===== config.mk =====
export PLATFORM = sky130hd
export DESIGN_NAME = text_line_number_escape_filter_unit
export DESIGN_NICKNAME = d
export VERILOG_FILES = /design/src/sv/tlnef_pkg.sv /design/src/sv/text_line_number_escape_filter_unit.sv /design/src/sv/tlnef_fifo.sv /design/src/sv/tlnef_front.sv /design/src/sv/tlnef_back.sv
export VERILOG_INCLUDE_DIRS = /design/src /design/src/sv
export SDC_FILE = /design/constraint.sdc
export NUM_CORES = 1
export LEC_CHECK = 0
export BUFFER_PORTS_ARGS = -buffer_cell sky130_fd_sc_hd__buf_4
export CAP_MARGIN = 0
export CORE_MARGIN = 2
export CORE_UTILIZATION = 55
export DETAILED_ROUTE_END_ITERATION = 7
export PLACE_DENSITY = 0.71
export SLEW_MARGIN = 10
export SYNTH_ARGS = -nofsm -noshare
export SYNTH_HDL_FRONTEND = slang
export SYNTH_SLANG_ARGS = --single-unit

===== constraint.sdc =====
create_clock -name clk_i -period 4.4 [get_ports clk_i]
set_input_delay 0.22 -clock clk_i [delete_from_list [all_inputs] [get_ports clk_i]]
set_output_delay 0.22 -clock clk_i [all_outputs]
set_load 0.005 [all_outputs]

===== src/sv/assert_macros.svh =====
// Assertion macros shared by the filter RTL.
// Each macro expects clk_i and rst_ni in scope; needs nothing else.
`ifndef ASSERT_MACROS_SVH
`define ASSERT_MACROS_SVH

// Condition must hold at every clock edge out of reset.
`define ASSERT_ALWAYS(label, expr, msg) \
  label: assert property (@(posedge clk_i) disable iff (!rst_ni) (expr)) else $error(msg);

// Consequent must hold in the same cycle as the antecedent.
`define ASSERT_IMPLY(label, ante, cons, msg) \
  label: assert property (@(posedge clk_i) disable iff (!rst_ni) (ante) |-> (cons)) \
    else $error(msg);

// Consequent must hold in the cycle after the antecedent.
`define ASSERT_NEXT(label, ante, cons, msg) \
  label: assert property (@(posedge clk_i) disable iff (!rst_ni) (ante) |=> (cons)) \
    else $error(msg);

`endif


===== src/sv/tlnef_pkg.sv =====
// Types and constants of the line-number and escape filter.
// Used by the top level, front end, back end and testbench; depends on nothing.
package tlnef_pkg;

  localparam int unsigned CfgIdxW  = 3;
  localparam int unsigned CfgDataW = 1;

  typedef enum logic [CfgIdxW-1:0] {
    CFG_NUMBER_NONBLANK  = 3'd0,
    CFG_NUMBER_ALL       = 3'd1,
    CFG_SHOW_ENDS        = 3'd2,
    CFG_SHOW_TABS        = 3'd3,
    CFG_SQUEEZE_BLANK    = 3'd4,
    CFG_SHOW_NONPRINTING = 3'd5
  } cfg_idx_e;

  typedef struct packed {
    logic number_nonblank;
    logic number_all;
    logic show_ends;
    logic show_tabs;
    logic squeeze_blank;
    logic show_nonprinting;
  } cfg_t;

  typedef struct packed {
    logic [7:0] in_byte;
    logic       new_file;
  } in_item_t;

  typedef struct packed {
    logic [7:0] out_byte;
    logic       last;
  } out_item_t;

  // How the byte itself is rendered.
  typedef enum logic [1:0] {
    CH_NONE  = 2'd0,
    CH_RAW   = 2'd1,
    CH_CARET = 2'd2,
    CH_META  = 2'd3
  } char_kind_e;

  // Command passed from the classifier to the expander.
  typedef struct packed {
    logic       numbered;
    logic       dollar;
    char_kind_e kind;
    logic [7:0] payload;
  } cmd_ctrl_t;

  localparam logic [7:0] ChTab     = 8'd9;
  localparam logic [7:0] ChNewline = 8'd10;
  localparam logic [7:0] ChSpace   = 8'd32;
  localparam logic [7:0] ChDollar  = 8'd36;
  localparam logic [7:0] ChDash    = 8'd45;
  localparam logic [7:0] ChZero    = 8'd48;
  localparam logic [7:0] ChQuery   = 8'd63;
  localparam logic [7:0] ChUpperM  = 8'd77;
  localparam logic [7:0] ChCaret   = 8'd94;
  localparam logic [7:0] CtrlMax   = 8'd31;
  localparam logic [7:0] ChDelete  = 8'd127;
  localparam logic [7:0] MetaMax   = 8'd159;
  localparam logic [7:0] CaretOfs  = 8'd64;

  localparam logic [3:0] BcdNine   = 4'd9;

endpackage


===== src/sv/text_line_number_escape_filter_unit.sv =====
// Top level of the line-number and escape filter.
// Depends on tlnef_pkg, tlnef_front, tlnef_fifo and tlnef_back.
//
//   channel | direction | handshake          | payload
//   --------+-----------+--------------------+----------------------------
//   input   | in        | push / full        | in_item_i  (in_byte, new_file)
//   result  | out       | pop / empty        | out_item_o (out_byte, last)
//   config  | in        | cfg_we_i           | cfg_idx_i, cfg_data_i
//
// An input byte is classified in the cycle it is taken; the expander then emits
// its results in order (0 to NUMBER_DIGITS + 5 per item), taking the next item
// after the last. Single-result items stream at one per cycle while out_full is low.
// A two-entry command queue and a two-entry result queue let each side stall alone.
// Reset clears both queues, the configuration and the line state; no clearing pass.
module text_line_number_escape_filter_unit #(
  parameter int unsigned NUMBER_DIGITS = 6
) (
  input  logic                             clk_i,
  input  logic                             rst_ni,
  input  logic                             cfg_we_i,
  input  logic [tlnef_pkg::CfgIdxW-1:0]    cfg_idx_i,
  input  logic [tlnef_pkg::CfgDataW-1:0]   cfg_data_i,
  input  logic                             push,
  output logic                             full,
  input  tlnef_pkg::in_item_t              in_item_i,
  output logic                             empty,
  input  logic                             pop,
  output tlnef_pkg::out_item_t             out_item_o
);
  import tlnef_pkg::*;

  localparam int unsigned DigW = 4 * NUMBER_DIGITS;
  localparam int unsigned CmdW = $bits(cmd_ctrl_t) + DigW;
  localparam int unsigned OutW = $bits(out_item_t);

  logic             cmd_wr, cmd_full, cmd_empty, cmd_pop;
  cmd_ctrl_t        front_ctrl, back_ctrl;
  logic [DigW-1:0]  front_digits, back_digits;
  logic [CmdW-1:0]  cmd_rd_data;
  logic             out_wr, out_full;
  out_item_t        back_item;
  logic [OutW-1:0]  out_rd_data;

  tlnef_front #(
    .NumberDigits(NUMBER_DIGITS)
  ) u_front (
    .clk_i        (clk_i),
    .rst_ni       (rst_ni),
    .cfg_we_i     (cfg_we_i),
    .cfg_idx_i    (cfg_idx_i),
    .cfg_data_i   (cfg_data_i),
    .in_valid_i   (push),
    .in_item_i    (in_item_i),
    .cmd_full_i   (cmd_full),
    .cmd_wr_o     (cmd_wr),
    .cmd_ctrl_o   (front_ctrl),
    .cmd_digits_o (front_digits)
  );

  tlnef_fifo #(
    .Width(CmdW)
  ) u_cmd_fifo (
    .clk_i     (clk_i),
    .rst_ni    (rst_ni),
    .wr_en_i   (cmd_wr),
    .wr_data_i ({front_ctrl, front_digits}),
    .full_o    (cmd_full),
    .rd_en_i   (cmd_pop),
    .rd_data_o (cmd_rd_data),
    .empty_o   (cmd_empty)
  );

  assign back_ctrl   = cmd_ctrl_t'(cmd_rd_data[CmdW-1:DigW]);
  assign back_digits = cmd_rd_data[DigW-1:0];
  assign full        = cmd_full;

  tlnef_back #(
    .NumberDigits(NUMBER_DIGITS)
  ) u_back (
    .clk_i        (clk_i),
    .rst_ni       (rst_ni),
    .cmd_valid_i  (!cmd_empty),
    .cmd_ctrl_i   (back_ctrl),
    .cmd_digits_i (back_digits),
    .cmd_pop_o    (cmd_pop),
    .out_full_i   (out_full),
    .out_wr_o     (out_wr),
    .out_item_o   (back_item)
  );

  tlnef_fifo #(
    .Width(OutW)
  ) u_out_fifo (
    .clk_i     (clk_i),
    .rst_ni    (rst_ni),
    .wr_en_i   (out_wr),
    .wr_data_i (back_item),
    .full_o    (out_full),
    .rd_en_i   (pop),
    .rd_data_o (out_rd_data),
    .empty_o   (empty)
  );

  assign out_item_o = out_item_t'(out_rd_data);

endmodule


===== src/sv/tlnef_fifo.sv =====
// Two-entry queue of flat words, used for commands and for result items.
// Depends on assert_macros.svh.
`include "assert_macros.svh"

module tlnef_fifo #(
  parameter int unsigned Width = 8
) (
  input  logic             clk_i,
  input  logic             rst_ni,
  input  logic             wr_en_i,
  input  logic [Width-1:0] wr_data_i,
  output logic             full_o,
  input  logic             rd_en_i,
  output logic [Width-1:0] rd_data_o,
  output logic             empty_o
);

  logic [Width-1:0] mem_q [2];
  logic             wr_ptr_q, wr_ptr_d;
  logic             rd_ptr_q, rd_ptr_d;
  logic [1:0]       count_q, count_d;
  logic             do_wr, do_rd;

  assign full_o    = (count_q == 2'd2);
  assign empty_o   = (count_q == 2'd0);
  assign rd_data_o = mem_q[rd_ptr_q];
  assign do_wr     = wr_en_i && !full_o;
  assign do_rd     = rd_en_i && !empty_o;

  always_comb begin
    wr_ptr_d = wr_ptr_q ^ do_wr;
    rd_ptr_d = rd_ptr_q ^ do_rd;
    count_d  = count_q;
    if (do_wr && !do_rd) begin
      count_d = count_q + 2'd1;
    end else if (do_rd && !do_wr) begin
      count_d = count_q - 2'd1;
    end
  end

  always_ff @(posedge clk_i or negedge rst_ni) begin
    if (!rst_ni) begin
      wr_ptr_q <= 1'b0;
      rd_ptr_q <= 1'b0;
      count_q  <= 2'd0;
    end else begin
      wr_ptr_q <= wr_ptr_d;
      rd_ptr_q <= rd_ptr_d;
      count_q  <= count_d;
    end
  end

  always_ff @(posedge clk_i) begin
    if (do_wr) begin
      mem_q[wr_ptr_q] <= wr_data_i;
    end
  end

  `ASSERT_ALWAYS(a_count_bound, count_q != 2'd3, "queue count beyond depth")
  `ASSERT_IMPLY(a_ptr_match, empty_o || full_o, wr_ptr_q == rd_ptr_q,
                "pointers disagree with count")

endmodule


===== src/sv/tlnef_front.sv =====
// Front end: configuration registers, line state and byte classification.
// Depends on tlnef_pkg and assert_macros.svh.
`include "assert_macros.svh"

module tlnef_front #(
  parameter int unsigned NumberDigits = 6
) (
  input  logic                                 clk_i,
  input  logic                                 rst_ni,
  input  logic                                 cfg_we_i,
  input  logic [tlnef_pkg::CfgIdxW-1:0]        cfg_idx_i,
  input  logic [tlnef_pkg::CfgDataW-1:0]       cfg_data_i,
  input  logic                                 in_valid_i,
  input  tlnef_pkg::in_item_t                  in_item_i,
  input  logic                                 cmd_full_i,
  output logic                                 cmd_wr_o,
  output tlnef_pkg::cmd_ctrl_t                 cmd_ctrl_o,
  output logic [4*NumberDigits-1:0]            cmd_digits_o
);
  import tlnef_pkg::*;

  localparam int unsigned LnW = 4 * NumberDigits;
  localparam logic [LnW-1:0] LnOne = LnW'(1);

  cfg_t           cfg_q;
  logic           at_line_start_q, at_line_start_d;
  logic [1:0]     blank_run_q, blank_run_d;
  logic [LnW-1:0] line_number_q, line_number_d;

  logic           accept;
  logic [7:0]     c;
  logic           is_nl, als_eff, numbered, dollar, drop, esc;
  logic [LnW-1:0] ln_eff, ln_inc;
  logic           all_nine, carry;
  cmd_ctrl_t      ctrl;

  assign accept = in_valid_i && !cmd_full_i;
  assign c      = in_item_i.in_byte;
  assign is_nl  = (c == ChNewline);
  assign als_eff = in_item_i.new_file || at_line_start_q;
  assign ln_eff  = in_item_i.new_file ? LnOne : line_number_q;

  // Decimal increment, held at all nines.
  always_comb begin
    ln_inc   = ln_eff;
    all_nine = 1'b1;
    carry    = 1'b1;
    for (int p = 0; p < NumberDigits; p++) begin
      all_nine = all_nine && (ln_eff[4*p +: 4] == BcdNine);
      if (carry) begin
        if (ln_eff[4*p +: 4] == BcdNine) begin
          ln_inc[4*p +: 4] = 4'd0;
        end else begin
          ln_inc[4*p +: 4] = ln_eff[4*p +: 4] + 4'd1;
          carry            = 1'b0;
        end
      end
    end
    if (all_nine) begin
      ln_inc = ln_eff;
    end
  end

  always_comb begin
    numbered = (cfg_q.number_nonblank && als_eff && !is_nl) ||
               (cfg_q.number_all && !cfg_q.number_nonblank && als_eff &&
                !(cfg_q.squeeze_blank && blank_run_q > 2'd1));
    dollar   = is_nl && cfg_q.show_ends &&
               (!cfg_q.squeeze_blank || blank_run_q == 2'd0);

    if (is_nl) begin
      blank_run_d = (als_eff && blank_run_q < 2'd2) ? blank_run_q + 2'd1 : blank_run_q;
    end else begin
      blank_run_d = 2'd0;
    end
    at_line_start_d = is_nl;
    line_number_d   = numbered ? ln_inc : ln_eff;
    drop            = cfg_q.squeeze_blank && blank_run_d > 2'd1 && is_nl;

    if (c == ChTab) begin
      esc = cfg_q.show_tabs;
    end else begin
      esc = cfg_q.show_nonprinting &&
            ((c <= CtrlMax && !is_nl) || (c inside {[ChDelete:MetaMax]}));
    end

    ctrl.numbered = numbered;
    ctrl.dollar   = dollar;
    ctrl.payload  = c;
    if (drop) begin
      ctrl.kind = CH_NONE;
    end else if (!esc) begin
      ctrl.kind = CH_RAW;
    end else if (c <= CtrlMax) begin
      ctrl.kind    = CH_CARET;
      ctrl.payload = c + CaretOfs;
    end else if (c == ChDelete) begin
      ctrl.kind    = CH_CARET;
      ctrl.payload = ChQuery;
    end else begin
      ctrl.kind    = CH_META;
      ctrl.payload = c - CaretOfs;
    end
  end

  // A dropped newline with nothing else to show leaves no command.
  assign cmd_wr_o     = accept && (numbered || dollar || ctrl.kind != CH_NONE);
  assign cmd_ctrl_o   = ctrl;
  assign cmd_digits_o = ln_eff;

  always_ff @(posedge clk_i or negedge rst_ni) begin
    if (!rst_ni) begin
      cfg_q           <= '0;
      at_line_start_q <= 1'b1;
      blank_run_q     <= 2'd0;
      line_number_q   <= LnOne;
    end else begin
      if (cfg_we_i) begin
        case (cfg_idx_e'(cfg_idx_i))
          CFG_NUMBER_NONBLANK:  cfg_q.number_nonblank  <= cfg_data_i[0];
          CFG_NUMBER_ALL:       cfg_q.number_all       <= cfg_data_i[0];
          CFG_SHOW_ENDS:        cfg_q.show_ends        <= cfg_data_i[0];
          CFG_SHOW_TABS:        cfg_q.show_tabs        <= cfg_data_i[0];
          CFG_SQUEEZE_BLANK:    cfg_q.squeeze_blank    <= cfg_data_i[0];
          CFG_SHOW_NONPRINTING: cfg_q.show_nonprinting <= cfg_data_i[0];
          default: ;
        endcase
      end
      if (accept) begin
        at_line_start_q <= at_line_start_d;
        blank_run_q     <= blank_run_d;
        line_number_q   <= line_number_d;
      end
    end
  end

  `ASSERT_ALWAYS(a_blank_run_sat, blank_run_q != 2'd3, "blank run beyond saturation")
  `ASSERT_NEXT(a_nl_sets_start, accept && is_nl, at_line_start_q,
               "newline did not set line start")

endmodule


===== src/sv/tlnef_back.sv =====
// Back end: expands one command into its output bytes, one per cycle while out_full_i is low.
// Depends on tlnef_pkg and assert_macros.svh.
`include "assert_macros.svh"

module tlnef_back #(
  parameter int unsigned NumberDigits = 6
) (
  input  logic                      clk_i,
  input  logic                      rst_ni,
  input  logic                      cmd_valid_i,
  input  tlnef_pkg::cmd_ctrl_t      cmd_ctrl_i,
  input  logic [4*NumberDigits-1:0] cmd_digits_i,
  output logic                      cmd_pop_o,
  input  logic                      out_full_i,
  output logic                      out_wr_o,
  output tlnef_pkg::out_item_t      out_item_o
);
  import tlnef_pkg::*;

  localparam int unsigned NumLen  = NumberDigits + 1;
  localparam int unsigned CntW    = $clog2(NumberDigits + 7);
  localparam int unsigned NumIdxW = $clog2(NumLen);
  localparam logic [CntW-1:0] NumLenC = CntW'(NumLen);

  logic [CntW-1:0] idx_q, idx_d;
  logic [CntW-1:0] total, char_len, j, m;
  logic [7:0]      num_bytes [NumLen];
  logic            zero_above [NumberDigits];
  logic [7:0]      byte_sel, char_byte;
  logic            fire, is_last;

  // Number field: space-padded digits, most significant first, then a tab.
  always_comb begin
    zero_above[NumberDigits-1] = (cmd_digits_i[4*(NumberDigits-1) +: 4] == 4'd0);
    for (int p = int'(NumberDigits) - 2; p >= 0; p--) begin
      zero_above[p] = (cmd_digits_i[4*p +: 4] == 4'd0) && zero_above[p+1];
    end
    for (int i = 0; i < NumberDigits; i++) begin
      if (zero_above[NumberDigits-1-i] && i != NumberDigits - 1) begin
        num_bytes[i] = ChSpace;
      end else begin
        num_bytes[i] = ChZero | {4'd0, cmd_digits_i[4*(NumberDigits-1-i) +: 4]};
      end
    end
    num_bytes[NumberDigits] = ChTab;
  end

  always_comb begin
    case (cmd_ctrl_i.kind)
      CH_RAW:   char_len = CntW'(1);
      CH_CARET: char_len = CntW'(2);
      CH_META:  char_len = CntW'(4);
      default:  char_len = '0;
    endcase
    total = (cmd_ctrl_i.numbered ? NumLenC : '0) + CntW'(cmd_ctrl_i.dollar) + char_len;
    j     = idx_q - (cmd_ctrl_i.numbered ? NumLenC : '0);
    m     = j - CntW'(cmd_ctrl_i.dollar);

    case (cmd_ctrl_i.kind)
      CH_CARET: char_byte = (m[1:0] == 2'd0) ? ChCaret : cmd_ctrl_i.payload;
      CH_META: begin
        case (m[1:0])
          2'd0:    char_byte = ChUpperM;
          2'd1:    char_byte = ChDash;
          2'd2:    char_byte = ChCaret;
          default: char_byte = cmd_ctrl_i.payload;
        endcase
      end
      default:  char_byte = cmd_ctrl_i.payload;
    endcase

    if (cmd_ctrl_i.numbered && idx_q < NumLenC) begin
      byte_sel = num_bytes[idx_q[NumIdxW-1:0]];
    end else if (cmd_ctrl_i.dollar && j == '0) begin
      byte_sel = ChDollar;
    end else begin
      byte_sel = char_byte;
    end
  end

  assign fire    = cmd_valid_i && !out_full_i;
  assign is_last = (idx_q == total - CntW'(1));

  assign out_wr_o            = fire;
  assign out_item_o.out_byte = byte_sel;
  assign out_item_o.last     = is_last;
  assign cmd_pop_o           = fire && is_last;

  always_comb begin
    idx_d = idx_q;
    if (fire) begin
      idx_d = is_last ? '0 : idx_q + CntW'(1);
    end
  end

  always_ff @(posedge clk_i or negedge rst_ni) begin
    if (!rst_ni) begin
      idx_q <= '0;
    end else begin
      idx_q <= idx_d;
    end
  end

  `ASSERT_IMPLY(a_idx_in_cmd, cmd_valid_i, idx_q < total, "byte index past command length")
  `ASSERT_IMPLY(a_idle_idx, !cmd_valid_i, idx_q == '0, "byte index left over without command")

endmodule


==> results.md, run 1 <==
- Status: finished, final reports clean
- Maximum number of pins on one net before global-route repair: 46
- Number of placed instances, taps included: 784
- Critical-path cell list: buf_4, mux2_2, or2_2, ha_1, inv_1, fa_1, xor2_1, nor4_1, buf_4, nand2_1, ha_1, nor2_1, xor2_1
- Number of design-rule violations left by the first detailed-router iteration: 435
- Critical Path Max Stage Delay: 0.50 ns
- Total CTS buffers: 17
- CTS tree: done
- Clk root buf: clkbuf_16
- Routed length per placed instance: 17.62 um
- CP Capture Type: flip-flop
- Number of setup violations in the final report: 0
- Quantity of gates resized following cts: 0
- Count of boundary I/O pins: 29
- Post-route DRC: 0
- Via count of the first global-routing pass: 4689
- Most frequently used flop master after synthesis: edfxtp_1
- EDFF count, synth: 90
- Ant. Diodes: 0
- Distinct cells, synth: 67
- Largest clock skew in the final design: 0.01387 ns
- Worst reg2reg endpoint: u_cmd_fifo.count_q[1]$_DFFE_PN0P_
- H-Tree Level Count: 4
- Worst VDD drop: 0.0003773 V
- Die Outline Area: 13760 um^2
- Post-route minimum period: 3.560 ns
- Post-Route Hold Slack: 0.03599 ns
- Fillcell total: 963
- Core Rows: 41
- Arrival time of data at the critical path endpoint: 3.91 ns
- Leading cell type in the layout, fill and taps excluded: edfxtp_1
- Pwr dens: 687.5 nW/um^2
- Setup Fix Bufs, Post-CTS: 0
- Syn Area/Cell: 11.69 um^2
- Post-place instance area: 7412 um^2
- Synth top area cells: edfxtp_1 38%, dfrtp_1 15%, ha_1 4.3%
- Crit path required time: 4.74 ns
- Hold Fails Final Rpt: 0
- Top library cells by usage in the layout, fill and taps aside: 90 x edfxtp_1, 56 x nand2_1, 43 x dfrtp_1
- Placer congestion estimate: 0.8833
- Critical path type: flip-flop to flip-flop
- Via density: 5.901
- Clock-pin slew of the registers on the worst-case setup and hold paths: 0.06 ns
- Cell leakage power: 3.072 nW
- Area growth from synthesis to layout: 14.21%
- Cells after synthesis: 604
- Maximum fanout along the worst path: 14
- Post-synthesis instance area: 7062 um^2
- Starting Density: 0.5619
- Share of the yosys chip area belonging to registers: 0.5425
- Antenna-violating nets left: 0
- Combined flip-flop and latch cell area: 3831 um^2
- Half-perimeter wire length of the detailed placement result: 10170 um
- Actual slew at the worst max-slew pin: 0.8896 ns
- Post-route cell area: 8065 um^2
- Total Neg Setup Slack: 0 ns
- Cell with the biggest individual delay on the critical path: fa_1
- Min-Delay Path Depth: 1
- CTS sink cnt: 135
- Cell taking the most area after synthesis: edfxtp_1
- Number of antenna violations at the first check in global routing: 0
- GR Overflow Total: 0
- Global-route wire length before repair: 24030 um
- Yosys warning total: 0
- Core ar.: 12570 um^2
- Overall via count from detail_route: 4821
- Number of standard cells in the layout, taps in and fillers out: 817
- Relative slew slack: 0.4055
- Fraction of final layout cells sized beyond drive strength 1: 0.1674
- Utilization after layout: 0.6417
- Crit start category: flip-flop
- Net count after synthesis: 648
- Port Buffer Count: 28
- Worst R2R Setup Slack: 0.84 ns
- Hold Path Class: primary input to flip-flop
- Max_cap viols: 0
- Capture endpoint of the worst hold path: u_cmd_fifo.mem_q[0][26]$_DFFE_PP_
- Wire length after detailed routing: 14390 um
- Worst reg-to-reg path cell count: 13
- Peak clock frequency supported by timing: 0.2809 GHz
- Worst r2r src: u_cmd_fifo.rd_ptr_q$_DFF_PN0_
- Fraction of post-synthesis cell area in the top cell type by area: 0.3827
- Max-slew violation total from the final report: 0
- Horiz. Die Dim: 117.3 um
- Clock latency on the worst-skew pair: 0.42 ns
- Setup repair after global routing missed its margin: false
- Total Nets Final: 676
- Area of the multi-input gates: 2979 um^2
- Buffers from clock root to sink, at most: 2
- Async SR Flop Fraction: 0.3333
- Vert. Die Dim: 117.3 um
- GRT Overall Usage: 0.2220
- Final period util: 0.8092
- First drt pass iteration count: 5
- FF+latch count, synth: 135
- Startpoint of the tightest hold check path: in_item_i[3]
[area by class of cell]
type / instances / area share
timing repair buffer: 35 / 0.03289
clock buffer: 18 / 0.05445
inverter: 35 / 0.01629
clock inverter: 14 / 0.02529
tap: 172 / 0.02668
sequential: 135 / 0.4750
multi-input combinational: 408 / 0.3694
[what timing repair did]
action                     4_1_cts  5_1_grt
hold endpoints to repair        43        0
setup endpoints to repair        0        0
hold buffers                     1        0
[synth_stat cells (6+ instances only)]
master and instances:
edfxtp_1 90, nand2_1 56, dfrtp_1 43, inv_1 35, o21ai_0 32, nor2_1 30
ha_1 24, nor2b_1 24, a21oi_1 23, clkbuf_1 18, mux2_2 18, nand3_1 17
mux2i_1 15, xnor2_1 14, mux4_2 11, nor3_1 11, o211ai_1 10, nor4_1 9
a31oi_1 7, xor2_1 7, and2_1 6, nand2b_1 6, nand4_1 6
[worst max-delay path: cells and delay by family (launching register included)]
family / cells / cell delay (ns)
AND/OR/NAND/NOR: 4 / 0.80
flip-flops: 1 / 0.35
adder cells (fa/ha/maj): 3 / 1.12
XOR/XNOR: 2 / 0.32
multiplexers: 1 / 0.40
buffers and inverters: 3 / 0.49
[flip-flops by register name, summed over array words and instances (netlist names), 2 cells and up]
| name | cells |
|---|---|
| u_cmd_fifo.mem_q | 72 |
| u_front.line_number_q | 24 |
| u_out_fifo.mem_q | 18 |
| u_front.cfg_q | 6 |
| u_back.idx_q | 4 |
| u_cmd_fifo.count_q | 2 |
| u_front.blank_run_q | 2 |
| u_out_fifo.count_q | 2 |
[logic make-up (layout without fill, tap and decap cells)]
family,Yosys count,in the layout,share of synthesized area
AOI/OAI and AO/OA,120,120,0.1116
xor gates and xnor gates,21,21,0.02605
adders and majority gates,26,26,0.04819
buffers and inverters,61,102,0.03561
DFF,135,135,0.5425
muxes,44,44,0.08505
and+or+nand+nor,197,197,0.1510
[how the worst max path moves through the flow]
stage / startpoint / endpoint / slack (ns) / cells past startpoint
final: u_cmd_fifo.rd_ptr_q$_DFF_PN0_ / u_cmd_fifo.count_q[1]$_DFFE_PN0P_ / 0.84 / 13
after global routing: u_cmd_fifo.rd_ptr_q$_DFF_PN0_ / u_cmd_fifo.count_q[1]$_DFFE_PN0P_ / 0.63 / 14
after CTS: u_cmd_fifo.rd_ptr_q$_DFF_PN0_ / u_cmd_fifo.count_q[1]$_DFFE_PN0P_ / 0.82 / 13
after detailed placement: u_cmd_fifo.rd_ptr_q$_DFF_PN0_ / u_cmd_fifo.count_q[1]$_DFFE_PN0P_ / 0.86 / 13
after global placement: u_cmd_fifo.rd_ptr_q$_DFF_PN0_ / u_cmd_fifo.count_q[1]$_DFFE_PN0P_ / 0.94 / 13
after floorplan: u_cmd_fifo.rd_ptr_q$_DFF_PN0_ / u_cmd_fifo.count_q[1]$_DFFE_PN0P_ / 0.78 / 14
[metrics by stage]
stage	setup slack (ns)	power, W
finish	0.8397	0.005545
global route	0.6260	0.005896
CTS	0.8232	0.005594
detailed placement	0.8597	0.004055
global placement	0.9371	0.003980
floorplan	0.7760	0.003466
[per-layer routing]
layer	track usage	part of all wire	vias to the layer above	wire, um
met5	0	0	-	0
met4	0.07003	0.0093	0	134
met3	0.05837	0.043	12	616
met2	0.3582	0.50	118	7155
met1	0.2963	0.45	2375	6487
li1	-	-	2316	-
[report_power, final]
part	internal (W)	switching, W	leakage [nW]	total, W
sequential	0.00184	0.000238	1.43	0.00207
clock	0.00101	0.000515	0.309	0.00153
combinational	0.000888	0.00105	1.34	0.00194
total	0.00374	0.00181	3.07	0.00554
(Power assumes the default switching activity.)
==> run 2: changes to the inputs <==
--- a/config.mk
+++ b/config.mk
@@ -11,7 +11,7 @@
 export CORE_MARGIN = 2
 export CORE_UTILIZATION = 55
 export DETAILED_ROUTE_END_ITERATION = 7
-export PLACE_DENSITY = 0.71
+export PLACE_DENSITY = 0.74
 export SLEW_MARGIN = 10
 export SYNTH_ARGS = -nofsm -noshare
 export SYNTH_HDL_FRONTEND = slang
==> constraint.sdc (replaced) <==
create_clock -name clk_i -period 3.1 [get_ports clk_i]
set_input_delay 0.155 -clock clk_i [delete_from_list [all_inputs] [get_ports clk_i]]
set_output_delay 0.155 -clock clk_i [all_outputs]
set_load 0.005 [all_outputs]
==> run 2 against run 1 <==
Net effect:
- the flow now finishes with violations (negative setup slack)
- final cell count increased by 2.8%
- core utilization increased by 2.5 points
- worst hold slack improved by 0.045 ns
- register-to-register slack got worse by 0.94 ns
- clock power increased by 22%
- final area increased by 3.8%
- clock skew decreased by 0.0065 ns
- die area unchanged
==> results.md, run 2 (synthesized netlist as in run 1, its figures left out) <==
- Status: finished, violations left
- Violated checks: negative setup slack
- Area growth from synthesis to layout: 18.60%
- Cell leakage power: 3.188 nW
- Final setup slack of the worst path: -0.1016 ns
- Top sig layer: met4
- Vert. Die Dim: 117.3 um
- Count of boundary I/O pins: 29
- Clock latency on the worst-skew pair: 0.42 ns
- Hold Fails Final Rpt: 0
- Top library cells by usage in the layout, fill and taps aside: 90 x edfxtp_1, 55 x nand2_1, 47 x buf_4
- GR Overflow Total: 0
- Min-Delay Path Depth: 4
- CP Capture Type: flip-flop
- Worst reg-to-reg path cell count: 15
- Number of standard cells in the layout, taps in and fillers out: 840
- Crit path required time: 3.43 ns
- Actual slew at the worst max-slew pin: 0.8175 ns
- Max-slew violation total from the final report: 0
- Port Buffer Count: 28
- Placer congestion estimate: 0.8911
- Core ar.: 12570 um^2
- Largest clock skew in the final design: 0.007345 ns
- Crit start category: flip-flop
- Leading cell type in the layout, fill and taps excluded: edfxtp_1
- Number of placed instances, taps included: 793
- Registers with the highest flip-flop counts: u_cmd_fifo.mem_q: 72 flops, u_front.line_number_q: 24 flops, u_out_fifo.mem_q: 18 flops
- Worst R2R Setup Slack: -0.10 ns
- Ant. Diodes: 0
- Overall via count from detail_route: 5011
- Core Rows: 41
- Overall Power: 0.008287 W
- Post-route minimum period: 3.202 ns
- Routed length per placed instance: 18.01 um
- First drt pass iteration count: 5
- Total CTS buffers: 17
- Starting Density: 0.5619
- H-Tree Level Count: 4
- Utilization after layout: 0.6664
- Peak clock frequency supported by timing: 0.3123 GHz
- Total Nets Final: 699
- Pwr dens: 989.5 nW/um^2
- Critical path type: flip-flop to flip-flop
- Wire length after detailed routing: 15130 um
- Setup repair after global routing missed its margin: true
- Met3 WL post-DR: 640 um
- Buffers from clock root to sink, at most: 2
- Met2 wire len: 7376 um
- Via density: 5.965
- Hold Path Class: primary input to flip-flop
- Arrival time of data at the critical path endpoint: 3.53 ns
- Clk root buf: clkbuf_16
- Global-route wire length before repair: 25040 um
- Antenna-violating nets left: 0
- WL met1: 6892 um
- CTS sink cnt: 135
- CTS tree: done
- Max_cap viols: 0
- Die Outline Area: 13760 um^2
- Final period util: 1.033
- Number of setup violations in the final report: 1
- Max FFs per register: 72
- Clock-pin slew of the registers on the worst-case setup and hold paths: 0.06 ns
- Worst VDD drop: 0.0005896 V
- Via count of the first global-routing pass: 4973
- Maximum number of pins on one net before global-route repair: 46
- Maximum fanout along the worst path: 5
- Horiz. Die Dim: 117.3 um
- Number of antenna violations at the first check in global routing: 0
- Relative slew slack: 0.4475
- Fraction of final layout cells sized beyond drive strength 1: 0.2171
- Half-perimeter wire length of the detailed placement result: 10500 um
- Register containing the most flip-flops in the final layout: u_cmd_fifo.mem_q
- Post-placement worst setup slack: -0.03147 ns
- Post-route DRC: 0
- GRT Overall Usage: 0.2287
- Number of design-rule violations left by the first detailed-router iteration: 377
==> run 2: cell count changes in the layout (fill, tap and decap cells not counted), sizes merged <==
| cell | delta |
|---|---|
| buf | +16 |
| clkbuf | +7 |
| dlygate4sd3 | +7 |
| bufinv | -5 |
| clkinv | -2 |
| clkinvlp | -1 |
| inv | +1 |
==> run 2: path summary, 6_finish.rpt <==
| kind | endpoint | start |
|---|---|---|
| min in group asynchronous | u_front.line_number_q[3]$_DFFE_PN0P_ | rst_ni |
| worst max-delay path | u_cmd_fifo.count_q[1]$_DFFE_PN0P_ | u_cmd_fifo.rd_ptr_q$_DFF_PN0_ |
| worst max register to register | u_cmd_fifo.count_q[1]$_DFFE_PN0P_ | u_cmd_fifo.rd_ptr_q$_DFF_PN0_ |
| worst min-delay path | u_front.cfg_q[1]$_DFFE_PN0P_ | cfg_idx_i[1] |
| max in group asynchronous | u_cmd_fifo.rd_ptr_q$_DFF_PN0_ | rst_ni |
| worst min register to register | u_front.at_line_start_q$_DFFE_PN1P_ | u_front.at_line_start_q$_DFFE_PN1P_ |
==> run 2: per-stage QoR <==
step | TNS, ns | area (um^2) | hold slack [ns]
2_1_floorplan | 0 | 7144 | -0.1406
3_3_place_gp | 0 | 7595 | 0.2137
3_5_place_dp | -0.07373 | 7595 | 0.2130
4_1_cts | -0.04864 | 8270 | 0.06623
5_1_grt | -0.4282 | 8376 | 0.08332
6_report | -0.1016 | 8376 | 0.08144
==> run 2: final cells by class <==
cell class | count | area, um^2
fill | 932 | 4193
timing repair buffer | 58 | 493.0
sequential | 135 | 3832
multi-input combinational | 408 | 3153
tap | 172 | 215.2
inverter | 35 | 133.9
clock inverter | 7 | 40.04
clock buffer | 25 | 508.0
==> run 2: metal layers <==
metal / vias up / global-route usage
met5: - / 0
met4: 0 / 0.08358
met3: 23 / 0.04864
met2: 147 / 0.3677
met1: 2475 / 0.3090
li1: 2366 / -
==> run 2: power by group <==
part | switching [W] | total (W) | internal (W) | leakage, nW
logic | 0.00188 | 0.00353 | 0.00165 | 1.49
clock network | 0.000722 | 0.00186 | 0.00113 | 0.272
registers | 0.000296 | 0.00290 | 0.00261 | 1.42
==> run 2: timing repair <==
action / CTS / global route
setup endpoints to repair: 5 / 18
pin swaps: 7 / 14
hold buffers: 8 / 0
resized for setup: 5 / 13
hold endpoints to repair: 57 / 0
setup buffers: 3 / 4
==> run 2: critical path, cell delays in order (launching register included) <==
cell     delay [ns]
dfrtp_2        0.43
buf_12         0.14
mux2i_4        0.18
or2_4          0.26
ha_4           0.27
inv_4          0.04
ha_4           0.20
a21o_1         0.18
a21oi_2        0.17
xnor2_2        0.11
nor4_4         0.33
nand2_2        0.13
ha_4           0.18
xor2_1         0.13
nor2_1         0.17
xor2_1         0.19
==> run 3: changes to the inputs <==
--- a/config.mk
+++ b/config.mk
@@ -6,6 +6,7 @@
 export SDC_FILE = /design/constraint.sdc
 export NUM_CORES = 1
 export LEC_CHECK = 0
+export ABC_AREA = 1
 export BUFFER_PORTS_ARGS = -buffer_cell sky130_fd_sc_hd__buf_4
 export CAP_MARGIN = 0
 export CORE_MARGIN = 2
==> run 3 against run 2 <==
Net effect:
- the run now ends clean
- die area up 5.5%
- clock-buffer cell count decreased by 8
- critical endpoint unchanged
- wire length grew 0.42%
- critical path type unchanged
- synthesized cell count is 41% higher
- final area up 4.3%
- sequential power hardly changed
- flip-flop and latch count is the same
==> results.md, run 3 <==
- Registers with the highest flip-flop counts: u_cmd_fifo.mem_q: 72 flops, u_front.line_number_q: 24 flops, u_out_fifo.mem_q: 18 flops
- Maximum number of pins on one net before global-route repair: 46
- Peak clock frequency supported by timing: 0.3340 GHz
- GR Overflow Total: 0
- CTS tree: done
- Maximum fanout along the worst path: 7
- Area of the multi-input gates: 3143 um^2
- Cells after synthesis: 852
- Pwr dens: 1013 nW/um^2
- Yosys warning total: 0
- Combined flip-flop and latch cell area: 3832 um^2
- Cell leakage power: 3.962 nW
- Buffers from clock root to sink, at most: 2
- Worst Path Buf+Inv: 3
- Clock-pin slew of the registers on the worst-case setup and hold paths: 0.06 ns
- Post-route minimum period: 2.994 ns
- Sequential power share: 0.330
- Number of design-rule violations left by the first detailed-router iteration: 390
- Net count after synthesis: 896
- Fraction of post-synthesis cell area in the top cell type by area: 0.3620
- Async SR Flop Fraction: 0.3333
- Horiz. Die Dim: 120.5 um
- Most frequently used flop master after synthesis: edfxtp_1
- Utilization after layout: 0.6599
- Mux share of post-synthesis cell area: 0.009385
- Number of standard cells in the layout, taps in and fillers out: 1094
- Leading cell type in the layout, fill and taps excluded: nand2_1
- Stages on the worst setup path: 15
- Crit path required time: 3.40 ns
- Vert. Die Dim: 120.5 um
- Half-perimeter wire length of the detailed placement result: 10490 um
- Global-route wire length before repair: 25520 um
- Fillcell total: 1074
- FF+latch count, synth: 135
- Comb pwr share: 0.439
- Clock latency on the worst-skew pair: 0.42 ns
- Distinct cells, synth: 50
- Core Rows: 42
- Wire length after detailed routing: 15200 um
- Min-Delay Path Depth: 3
- Actual slew at the worst max-slew pin: 0.6395 ns
- Via count of the first global-routing pass: 5340
- Via density: 5.218
- Register containing the most flip-flops in the final layout: u_cmd_fifo.mem_q
- Critical path type: flip-flop to flip-flop
- Proportion of power drawn by the clock network: 0.231
- Dominant combinational cell family by area after synthesis: simple AND/OR/NAND/NOR gates
- EDFF count, synth: 90
- Arrival time of data at the critical path endpoint: 3.30 ns
- Fraction of final layout cells sized beyond drive strength 1: 0.1601
- Number of setup violations in the final report: 0
- Worst reg-to-reg path cell count: 15
- Max_cap viols: 0
- Share of the yosys chip area belonging to registers: 0.5132
- Synth top area cells: edfxtp_1 36%, dfrtp_1 14%, nand2_1 12%
- Max-slew violation total from the final report: 0
- Antenna-violating nets left: 0
- Area growth from synthesis to layout: 17.04%
- Port Buffer Count: 28
- Max FFs per register: 72
- Total CTS buffers: 17
- Adder-cell share of the synthesized area: 0.04558
- Clk root buf: clkbuf_16
- Hold Path Class: primary input to flip-flop
- Starting Density: 0.5638
- Crit start category: flip-flop
- Worst VDD drop: 0.0004952 V
- First drt pass iteration count: 5
- Simple-gate portion of the synthesized area: 0.2536
- Cell class contributing the biggest share of worst-path delay: adder cells
- CP Capture Type: flip-flop
- Post-synthesis instance area: 7466 um^2
- Largest clock skew in the final design: 0.008043 ns
- Total Nets Final: 949
- Switching power: 0.003349 W
- Post-route DRC: 0
- Setup repair after global routing missed its margin: true
- Relative slew slack: 0.5737
- Compound-cell area share of the yosys netlist: 0.07826
- Number of antenna violations at the first check in global routing: 0
- Critical-path cell list: buf_4, o21ai_4, ha_4, inv_1, ha_2, fa_2, xor2_1, nor3_2, nand2_1, inv_2, nand2_2, ha_4, a21oi_2, o21ai_2, xor2_1
- Hold Fails Final Rpt: 0
- Cell taking the most area after synthesis: edfxtp_1
- Number of placed instances, taps included: 1048
- Die Outline Area: 14520 um^2
- Switching Fraction: 0.3782
- Core ar.: 13240 um^2
- Internal power: 0.005506 W
- Critical Path Max Stage Delay: 0.46 ns
- Most common cell in the netlist: nand2_1
- Most common library cells after synthesis: 241 x nand2_1, 104 x inv_1, 90 x edfxtp_1
- Overall via count from detail_route: 5708
- Cell with the biggest individual delay on the critical path: dfrtp_2
- Post-Synth XOR/XNOR Area: 0.02229
- Syn Area/Cell: 8.763 um^2
- Count of boundary I/O pins: 29
- Final period util: 0.9657
- Routed length per placed instance: 13.89 um
- GRT Overall Usage: 0.2279
- Ant. Diodes: 0
- Placer congestion estimate: 0.8539
- H-Tree Level Count: 4
- Top library cells by usage in the layout, fill and taps aside: 237 x nand2_1, 102 x inv_1, 90 x edfxtp_1
- CTS sink cnt: 135
- Status: finished, final reports clean
[run 3: final timing paths]
check                           slack (ns)                     startpoint                                 to
worst max-delay path                  0.11  u_cmd_fifo.rd_ptr_q$_DFF_PN0_  u_cmd_fifo.count_q[1]$_DFFE_PN0P_
worst min-delay path                  0.05                       cfg_we_i       u_front.cfg_q[0]$_DFFE_PN0P_
worst max register to register        0.11  u_cmd_fifo.rd_ptr_q$_DFF_PN0_  u_cmd_fifo.count_q[1]$_DFFE_PN0P_
worst min register to register        0.48   u_front.cfg_q[3]$_DFFE_PN0P_       u_front.cfg_q[3]$_DFFE_PN0P_
max in group asynchronous             2.33                         rst_ni      u_cmd_fifo.rd_ptr_q$_DFF_PN0_
min in group asynchronous             0.31                         rst_ni       u_front.cfg_q[5]$_DFFE_PN0P_
[run 3: power groups by stage]
stage / Combinational [W] / Clock [W] / Sequential [W]
floorplan: 0.00252 / 0 / 0.00284
global placement: 0.00346 / 0 / 0.00293
detailed placement: 0.00355 / 0 / 0.00294
CTS: 0.00374 / 0.00208 / 0.00291
global route: 0.00438 / 0.00215 / 0.00299
finish: 0.00389 / 0.00204 / 0.00292
[run 3: metal layers]
layer	global-route usage	up-vias	routed length [um]
met5	0	-	0
met4	0.08212	0	274
met3	0.05236	26	642
met2	0.3630	134	7167
met1	0.3076	2649	7112
li1	-	2899	-
[run 3: per-stage QoR]
step | total power (W) | hold WS, ns | instance area (um^2) | TNS [ns] | setup slack [ns]
after floorplan | 0.005358 | -0.1406 | 7482 | 0 | 0.04395
after global placement | 0.006396 | 0.2203 | 7939 | 0 | 0.005800
after detailed placement | 0.006493 | 0.2168 | 7939 | -0.1102 | -0.1102
after CTS | 0.008726 | 0.02932 | 8671 | 0 | 0.02420
after global routing | 0.009516 | 0.06501 | 8738 | -0.1666 | -0.1049
final | 0.008855 | 0.05000 | 8738 | 0 | 0.1063
[run 3: cell type report]
type,count,area share
well taps,176,0.02520
clock buffers,17,0.04868
repair buffers,61,0.05727
multi-input cells,575,0.3597
inverters,115,0.05026
clock inverters,15,0.02033
flip-flops and latches,135,0.4386
[run 3: logic make-up after synthesis]
group           Yosys count
compound gates          108
xor+xnor                 19
fa+ha+maj                26
buf+inv                 142
flops                   135
mux                       7
simple gates            415
[run 3: what timing repair did]
action / CTS / global route
gates resized for setup: 5 / 15
pin swaps: 2 / 3
setup buffers: 7 / 0
setup endpoints to repair: 1 / 5
hold buffers: 7 / 0
endpoints found under the hold margin: 55 / 0
[run 3: worst register-to-register path: cells and delay by family, from the launching register on]
family / cells / cell delay [ns]
adder cells (fa/ha/maj): 4 / 1.08
flip-flops: 1 / 0.46
AND/OR/NAND/NOR: 3 / 0.37
AO/OA/AOI/OAI: 3 / 0.33
XOR/XNOR: 2 / 0.32
buffers and inverters: 3 / 0.31
